**src/rtl/fcpa_ram.sv**
```systemverilog
// ----------------------------------------------------------------------------
// fcpa_ram
// Generic single write port, single read port RAM with registered read data.
// ----------------------------------------------------------------------------
module fcpa_ram #(
	parameter int WIDTH = 8,
	parameter int DEPTH = 16
) (
	input  logic                     clk,
	input  logic                     wr_en,
	input  logic [$clog2(DEPTH)-1:0] wr_addr,
	input  logic [WIDTH-1:0]         wr_data,
	input  logic                     rd_en,
	input  logic [$clog2(DEPTH)-1:0] rd_addr,
	output logic [WIDTH-1:0]         rd_data
);

	logic [WIDTH-1:0] mem [DEPTH];

	always_ff @(posedge clk) begin
		if (wr_en) begin
			mem[wr_addr] <= wr_data;
		end
		if (rd_en) begin
			rd_data <= mem[rd_addr];
		end
	end

endmodule

```
**config.mk**
```make
export PLATFORM = sky130hd
export DESIGN_NAME = fcpa_ram
export DESIGN_NICKNAME = d
export VERILOG_FILES = /design/src/rtl/fcpa_ram.sv
export SDC_FILE = /design/constraint.sdc
export NUM_CORES = 1
export LEC_CHECK = 0
export BUFFER_PORTS_ARGS = -buffer_cell sky130_fd_sc_hd__buf_4
export CAP_MARGIN = 20
export CORE_MARGIN = 4
export CORE_UTILIZATION = 30
export DETAILED_ROUTE_END_ITERATION = 6
export HOLD_SLACK_MARGIN = 0.02
export PLACE_DENSITY = 0.44
export SKIP_CTS_REPAIR_TIMING = 1
export SYNTH_ARGS = -nofsm -noshare
export SYNTH_HDL_FRONTEND = slang
export SYNTH_SLANG_ARGS = --single-unit
```
**constraint.sdc**
```tcl
create_clock -name clk -period 4.3 [get_ports clk]
set_input_delay 0.43 -clock clk [delete_from_list [all_inputs] [get_ports clk]]
set_output_delay 0.43 -clock clk [all_outputs]
set_load 0.02 [all_outputs]
```
### Word level (Yosys, flattened, before mapping)

Memory sizes are Yosys's and may differ from the RTL's. A register that Yosys moved wholly into a read port is not among the register bits.
Index checks and enable logic that the tools add are counted.
W data, S select, Z words.

| word-level totals | value |
|---|---|
| memories kept | 1 |
| flip-flop bits (word level) | 0 |
| bits in writable memories | 128 |
| logic and storage cells | 3 |
| output and inout port bits | 8 |
| bits of input ports | 19 |

| cells by class | value |
|---|---|
| mux-type cells | 2 |

Memories:

| memory | words | width | read ports | clocked after Yosys merged registers in | write ports | RTL line | text |
|---|---|---|---|---|---|---|---|
| mem | 16 | 8 | 1 | 1 | 1 | 18 | `logic [WIDTH-1:0] mem [DEPTH];` |

Operators by type and width:

| operator | count |
|---|---|
| $mux W1 | 2 |

### Longest topological paths before layout

Gate-level depths: netlist (run 1).

| depth | value |
|---|---|
| word-level depth | 2 |
| mapped depth | 5 |
| depth with buffers taken out | 3 |

### Least setup slack after synthesis (run 1)

Ideal clock, no wire load.

| timing path | value |
|---|---|
| kind | input to register |
| from | in wr_addr[2] |
| to | mem mem[0][0], enable pin |
| cell stages on the path | 2 |
| arrival time | 1.540 ns |
| required time | 3.917 ns |
| slack | 2.377 ns |
| setup time | 0.383 ns |
| path buffers | 0 |
| path through | or3b_2 -> nor3_1 |

RTL lines:

| element | RTL line | text |
|---|---|---|
| start: declaration | 11 | `input logic [$clog2(DEPTH)-1:0] wr_addr,` |
| end: declaration | 18 |  |

Straight into the memory's write port.

==> results.tsv, run 1 <==
stage	metric	value	unit
run_status	status	completed	
floorplanning	core area	17200	um2
final_layout	fillers	1628	
logic_synthesis	Synth top area share	78.1	%
logic_synthesis	cell with the most instances after synthesis	edfxtp_1	
logic_synthesis	Syn Inst Count	229	
routing	routed len/inst	22.3	um
clocking	Root Buffer	clkbuf_16	
worst_setup_path	r2r startpoint	mem[10][4]	
timing	setup repair after global routing missed its margin	false	
logic_synthesis	Avg Inst Size Synth	22.8	um2
power	switching pwr	615	uW
clocking	# clock sinks	136	
clocking	CTS tree	yes	
grt	GRT Util Overall	12.4	%
grt	vias in the first global route	2536	
logic_synthesis	Syn Nets	248	
routing	Detail Route Antenna Nets	0	
floorplanning	die area	19600	um2
placed_design	Post-DP Area	5650	um2
logic_synthesis	synthesis-stage register bit count	136	
worst_setup_path	crit start category	primary input	
worst_setup_path	Arrival @ worst endpoint	2.02	ns
grt	Remaining Overflow, GRT	0	
logic_synthesis	most frequent cells after synthesis	edfxtp_1 (136), mux4_2 (18), a22oi_1 (16)	
placed_design	pre-CTS setup slack	1.95	ns
grt	pin count of the biggest net entering global routing	33	
logic_synthesis	number of flops mapped to enable cells by yosys	136	
worst_setup_path	kind of critical path	in2reg	
logic_synthesis	area leader, netlist	edfxtp_1	
worst_setup_path	CP Capture Type	flop	
power	Flop pwr share	48.1	%
timing	Setup WS post-layout	2.43	ns
grt	global-route wire length before repair	17.1	mm
final_layout	ant diodes	0	
floorplanning	effective utilization at floorplan	30.4	%
routing	final wirelength	11.3	mm
timing	worst-margin pin slew	1.07	ns
placed_design	Port Buffers	26	
logic_synthesis	yosys warns	0	
min_path	Worst Hold Class	in2reg	
grt	antenna violations before repair	0	
final_layout	Core Util, Final	36.3	%
worst_setup_path	Worst R2R Setup Slack	2.74	ns
worst_setup_path	FF-to-FF End	rd_data[4]	
timing	Slew HR	28.3	%
timing	final period utilization	43.4	%
logic_synthesis	Synth async-reset ratio	0	%
timing	hold slack	0.325	ns
power	switching share of total power	19.7	%
power	clock network power share	47.2	%
floorplanning	die height	140	um
final_layout	Area Overhead vs Synth	19.3	%
timing	fin crit period	1.87	ns
clocking	worst-case clock buffer depth	2	
clocking	worst skew pair latency	0.42	ns
power	internal power	2510	uW
routing	First-pass DRT Iterations	4	
placed_design	Placer Congestion	0.691	
worst_setup_path	slowest cell delay on critical path	0.65	ns
worst_setup_path	Critical Path Fanout Max	32	
power	Worst VDD drop	0.308	mV
floorplanning	io pins	27	
worst_setup_path	cells along the critical path	buf_4 > mux4_1 > a22oi_1 > nand2_1	
worst_setup_path	worst setup path end	rd_data[4]	
worst_setup_path	reg2reg path depth	3	
logic_synthesis	register area share after synthesis	78.1	%
timing	Final Hold Fails	0	
final_layout	Final Cell Area	6240	um2
power	leak pwr	0.00204	uW
worst_setup_path	Worst path slowest cell	mux4_1	
timing	final setup TNS	0	ns
logic_synthesis	ys flop type	edfxtp_1	
floorplanning	Die X	140	um
logic_synthesis	Cell Area, Synth	5230	um2
power	P per Cell Area	501	nW/um2
logic_synthesis	Distinct cells, synth	18	
routing	Via density	4.67	
placed_design	DP Wirelength	6.94	mm
clocking	htree depth	4	
timing	setup violators final	0	
logic_synthesis	synth top area cells	edfxtp_1 (78%), mux4_2 (7.8%), mux4_1 (7.0%)	
timing	max-slew violations	0	
clocking	Clock Pin Slew Worst Setup and Hold Paths	0.06	ns
routing	via count	2359	
timing	fmax	536	MHz
power	Gate power share	4.7	%
run	max_cap viols	0	
floorplanning	cell row count	48	
min_path	worst hold path depth	1	
final_layout	nets	286	
timing	Clock Skew	0.00781	ns
routing	Remaining DRCs	0	
routing	DR iter-0 viols	273	
final_layout	share of layout cells above drive strength 1	26.4	%
worst_setup_path	Setup crit start	rd_addr[0]	
clocking	CTS Buf Count	17	
worst_setup_path	Worst EP required	4.46	ns
layout by cell type (no fill, tap or decap):
master	netlist	layout
nand2b_1	2	2
clkinv_2	0	4
nor2_1	13	13
clkbuf_1	0	2
a22oi_1	16	16
nor3_2	0	1
edfxtp_1	136	136
nand3_1	1	1
or3b_2	1	1
and2b_1	1	1
clkbuf_16	0	17
mux4_1	14	14
mux4_2	18	18
and2_1	1	1
buf_4	1	29
bufinv_16	0	4
nor3_1	4	3
nand2_1	9	9
nor2b_1	1	1
nand3b_1	2	2
clkinv_1	0	5
metal layers:
layer	GRT usage (%)	wire, um
met2	17.7	5010
met5	0	0
met3	4.75	684
met4	3.67	95
met1	17.6	5460
worst max-delay path: cells and delay by family:
kind / cells / cell delay [ns]
AO/OA/AOI/OAI: 1 / 0.34
multiplexers: 1 / 0.65
AND/OR/NAND/NOR: 1 / 0.08
buffers and inverters: 1 / 0.47
registers in the layout (all words and copies together), names as in the netlist:
signal and flops:
mem 128, rd_data 8
cell families after synthesis:
| group | after synthesis | synth area share (%) |
|---|---|---|
| flip-flops | 136 | 78.1 |
| AND/OR/NAND/NOR | 35 | 3.14 |
| multiplexers | 32 | 14.8 |
| AO/OA/AOI/OAI | 16 | 2.30 |
| buffers and inverters | 10 | 1.65 |
area by class of cell:
class,instances,area (um2),area share (%)
flip-flops and latches,136,4080,65.5
multi-input cells,83,1060,17.0
clock buffers,19,433,6.94
well taps,225,282,4.51
repair buffers,29,218,3.49
clock inverters,13,159,2.55
worst min-delay path by stage:
| stage | from | to | slack [ns] |
|---|---|---|---|
| 6_report | wr_data[2] | mem[11][2] | 0.33 |
| 2_1_floorplan | wr_data[0] | mem[0][0] | 0.53 |
| 3_5_place_dp | mem[14][1] | rd_data[1] | 0.74 |
| 5_1_grt | wr_data[2] | mem[11][2] | 0.32 |
| 3_3_place_gp | mem[11][2] | rd_data[2] | 0.74 |
| 4_1_cts | wr_data[2] | mem[11][2] | 0.32 |
stage by stage:
step	cells	total power [uW]
2_1_floorplan	229	1610
3_3_place_gp	472	1680
3_5_place_dp	473	1680
4_1_cts	505	3140
5_1_grt	505	3240
6_report	505	3120
power by group through the flow:
stage	Clock, uW	Sequential (uW)	Combinational [uW]
after floorplan	0	1540	75.4
after CTS	1490	1500	152
after detailed placement	0	1530	152
after global placement	0	1530	151
after global routing	1570	1510	162
final	1470	1500	148
(Power assumes the default switching activity.)
==> inputs of run 2 (changes only) <==
--- a/config.mk
+++ b/config.mk
@@ -5,6 +5,7 @@
 export SDC_FILE = /design/constraint.sdc
 export NUM_CORES = 1
 export LEC_CHECK = 0
+export ABC_AREA = 1
 export BUFFER_PORTS_ARGS = -buffer_cell sky130_fd_sc_hd__buf_4
 export CAP_MARGIN = 20
 export CORE_MARGIN = 4
==> constraint.sdc (replaced) <==
create_clock -name clk -period 1.9 [get_ports clk]
set_input_delay 0.19 -clock clk [delete_from_list [all_inputs] [get_ports clk]]
set_output_delay 0.19 -clock clk [all_outputs]
set_load 0.02 [all_outputs]
==> run 2 against run 1 <==
Non-clock buffer count up 23. Power up 120%. Critical path depth down 3. Cell area up 11%. Core utilization up 0.26 points. Final cell count up 72%.
==> results.tsv, run 2 <==
stage	metric	value	unit
run_status	status	completed	
final_layout	share of layout cells above drive strength 1	12.2	%
worst_setup_path	CP Capture Type	output pin	
worst_setup_path	Arrival @ worst endpoint	1.06	ns
clocking	CTS Buf Count	17	
worst_setup_path	Worst path slowest cell	edfxtp_1	
logic_synthesis	Avg Inst Size Synth	10.6	um2
timing	setup violators final	0	
final_layout	Area Overhead vs Synth	18.6	%
routing	final wirelength	14.7	mm
logic_synthesis	register area share after synthesis	69.8	%
final_layout	nets	617	
placed_design	Port Buffers	26	
logic_synthesis	ys flop type	edfxtp_1	
floorplanning	effective utilization at floorplan	30.8	%
power	leak pwr	0.00294	uW
logic_synthesis	Syn Nets	570	
floorplanning	cell row count	50	
clocking	Clock Pin Slew Worst Setup and Hold Paths	0.05	ns
placed_design	DP Wirelength	9.34	mm
floorplanning	Die X	148	um
floorplanning	die height	148	um
final_layout	most common cell after layout, fill and taps aside	nand2_1	
floorplanning	io pins	27	
logic_synthesis	cell with the most instances after synthesis	nand2_1	
run	max_cap viols	0	
floorplanning	core area	19000	um2
grt	GRT Util Overall	14.4	%
power	overall power	6730	uW
grt	antenna violations before repair	0	
floorplanning	die area	21800	um2
logic_synthesis	Cell Area, Synth	5850	um2
timing	max-slew violations	0	
clocking	worst skew pair latency	0.41	ns
clocking	htree depth	4	
clocking	Root Buffer	clkbuf_16	
logic_synthesis	synth top area cells	edfxtp_1 (70%), nand2_1 (11%), nand3_1 (8.3%)	
worst_setup_path	Worst EP required	1.71	ns
routing	routed len/inst	16.9	um
final_layout	Regs by FF count	mem x128, rd_data x8	
logic_synthesis	Synth top area share	69.8	%
routing	via count	3799	
final_layout	ant diodes	0	
final_layout	fin cells	868	
timing	final setup TNS	0	ns
worst_setup_path	Critical Path Fanout Max	1	
timing	Final Hold Fails	0	
timing	Slew HR	72.7	%
final_layout	largest register by flop count	mem	
grt	pin count of the biggest net entering global routing	65	
power	P per Cell Area	971	nW/um2
min_path	Worst Hold Class	in2reg	
worst_setup_path	Crit path buffers/inverters	1	
clocking	worst-case clock buffer depth	2	
worst_setup_path	cells along the critical path	buf_4	
timing	final period utilization	65.8	%
worst_setup_path	crit-path leading delay family	flip-flops	
worst_setup_path	kind of critical path	reg2out	
routing	Remaining DRCs	0	
timing	fin crit period	1.25	ns
routing	DR iter-0 viols	257	
logic_synthesis	synthesis-stage register bit count	136	
timing	worst-margin pin slew	0.410	ns
routing	First-pass DRT Iterations	4	
logic_synthesis	area leader, netlist	edfxtp_1	
final_layout	max reg flops	128	
logic_synthesis	Syn Inst Count	551	
timing	setup repair after global routing missed its margin	false	
placed_design	Placer Congestion	0.795	
grt	Remaining Overflow, GRT	0	
placed_design	Placed Cells	839	
timing	Clock Skew	0.00747	ns
routing	Via density	4.38	
final_layout	most frequent cells in the layout	nand2_1 (173), edfxtp_1 (136), inv_1 (100)	
logic_synthesis	Synth async-reset ratio	0	%
grt	global-route wire length before repair	22.9	mm
worst_setup_path	slowest cell delay on critical path	0.45	ns
logic_synthesis	most frequent cells after synthesis	nand2_1 (173), edfxtp_1 (136), inv_1 (100)	
timing	fmax	800	MHz
grt	vias in the first global route	3832	
clocking	# clock sinks	136	
logic_synthesis	yosys warns	0	
logic_synthesis	Distinct cells, synth	11	
worst_setup_path	crit start category	flop	
power	Worst VDD drop	0.640	mV
routing	Detail Route Antenna Nets	0	
clocking	CTS tree	yes	
logic_synthesis	number of flops mapped to enable cells by yosys	136	
## run 2: changes by cell type in the layout (fill, tap and decap cells not counted), sizes merged, moves of 16 or more
cell,delta
a22oi,-16
buf,+23
inv,+102
mux4,-32
nand2,+164
nand3,+96
## run 2: kinds of logic (layout without fill, tap and decap cells)
logic type	count (synthesis)	count (layout)	synth area share [%]
buf+inv	126	183	9.39
simple gates	289	289	20.8
flops	136	136	69.8
## run 2: final cells by class
type | instances | area [um2]
Fill cell | 1913 | 12000
Sequential cell | 136 | 4080
Timing Repair Buffer | 52 | 428
Multi-Input combinational cell | 289 | 1210
Inverter | 102 | 383
Clock inverter | 8 | 58.8
Clock buffer | 21 | 440
Tap cell | 260 | 325
## run 2: where the power goes
part / internal (uW) / switching [uW]
clock: 1740 / 1120
combinational: 148 / 316
sequential: 3380 / 21.3
## run 2: final timing paths
check        slack [ns]          to       start  cells after the start
max reg2reg        0.75  rd_data[1]   mem[7][1]                      6
min reg2reg        0.73  rd_data[5]  mem[12][5]                      6
max                0.65  rd_data[7]  rd_data[7]                      1
min                0.08  rd_data[1]       rd_en                      1
## run 2: routing by layer
| layer | share of wire, % | GRT usage (%) |
|---|---|---|
| met5 | 0 | 0 |
| met4 | 1.2 | 4.94 |
| met3 | 4.6 | 3.89 |
| met2 | 45 | 22.0 |
| met1 | 49 | 19.8 |
## run 2: through the flow
stage / setup slack [ns] / area, um2 / hold slack, ns / util (%)
floorplan: 0.759 / 5850 / 0.289 / -
global placement: 0.367 / 6430 / 0.510 / 33.9
detailed placement: 0.350 / 6430 / 0.512 / 33.9
CTS: 0.635 / 6930 / 0.0688 / 36.6
global route: 0.618 / 6930 / 0.0654 / 36.6
finish: 0.650 / 6930 / 0.0830 / 36.6
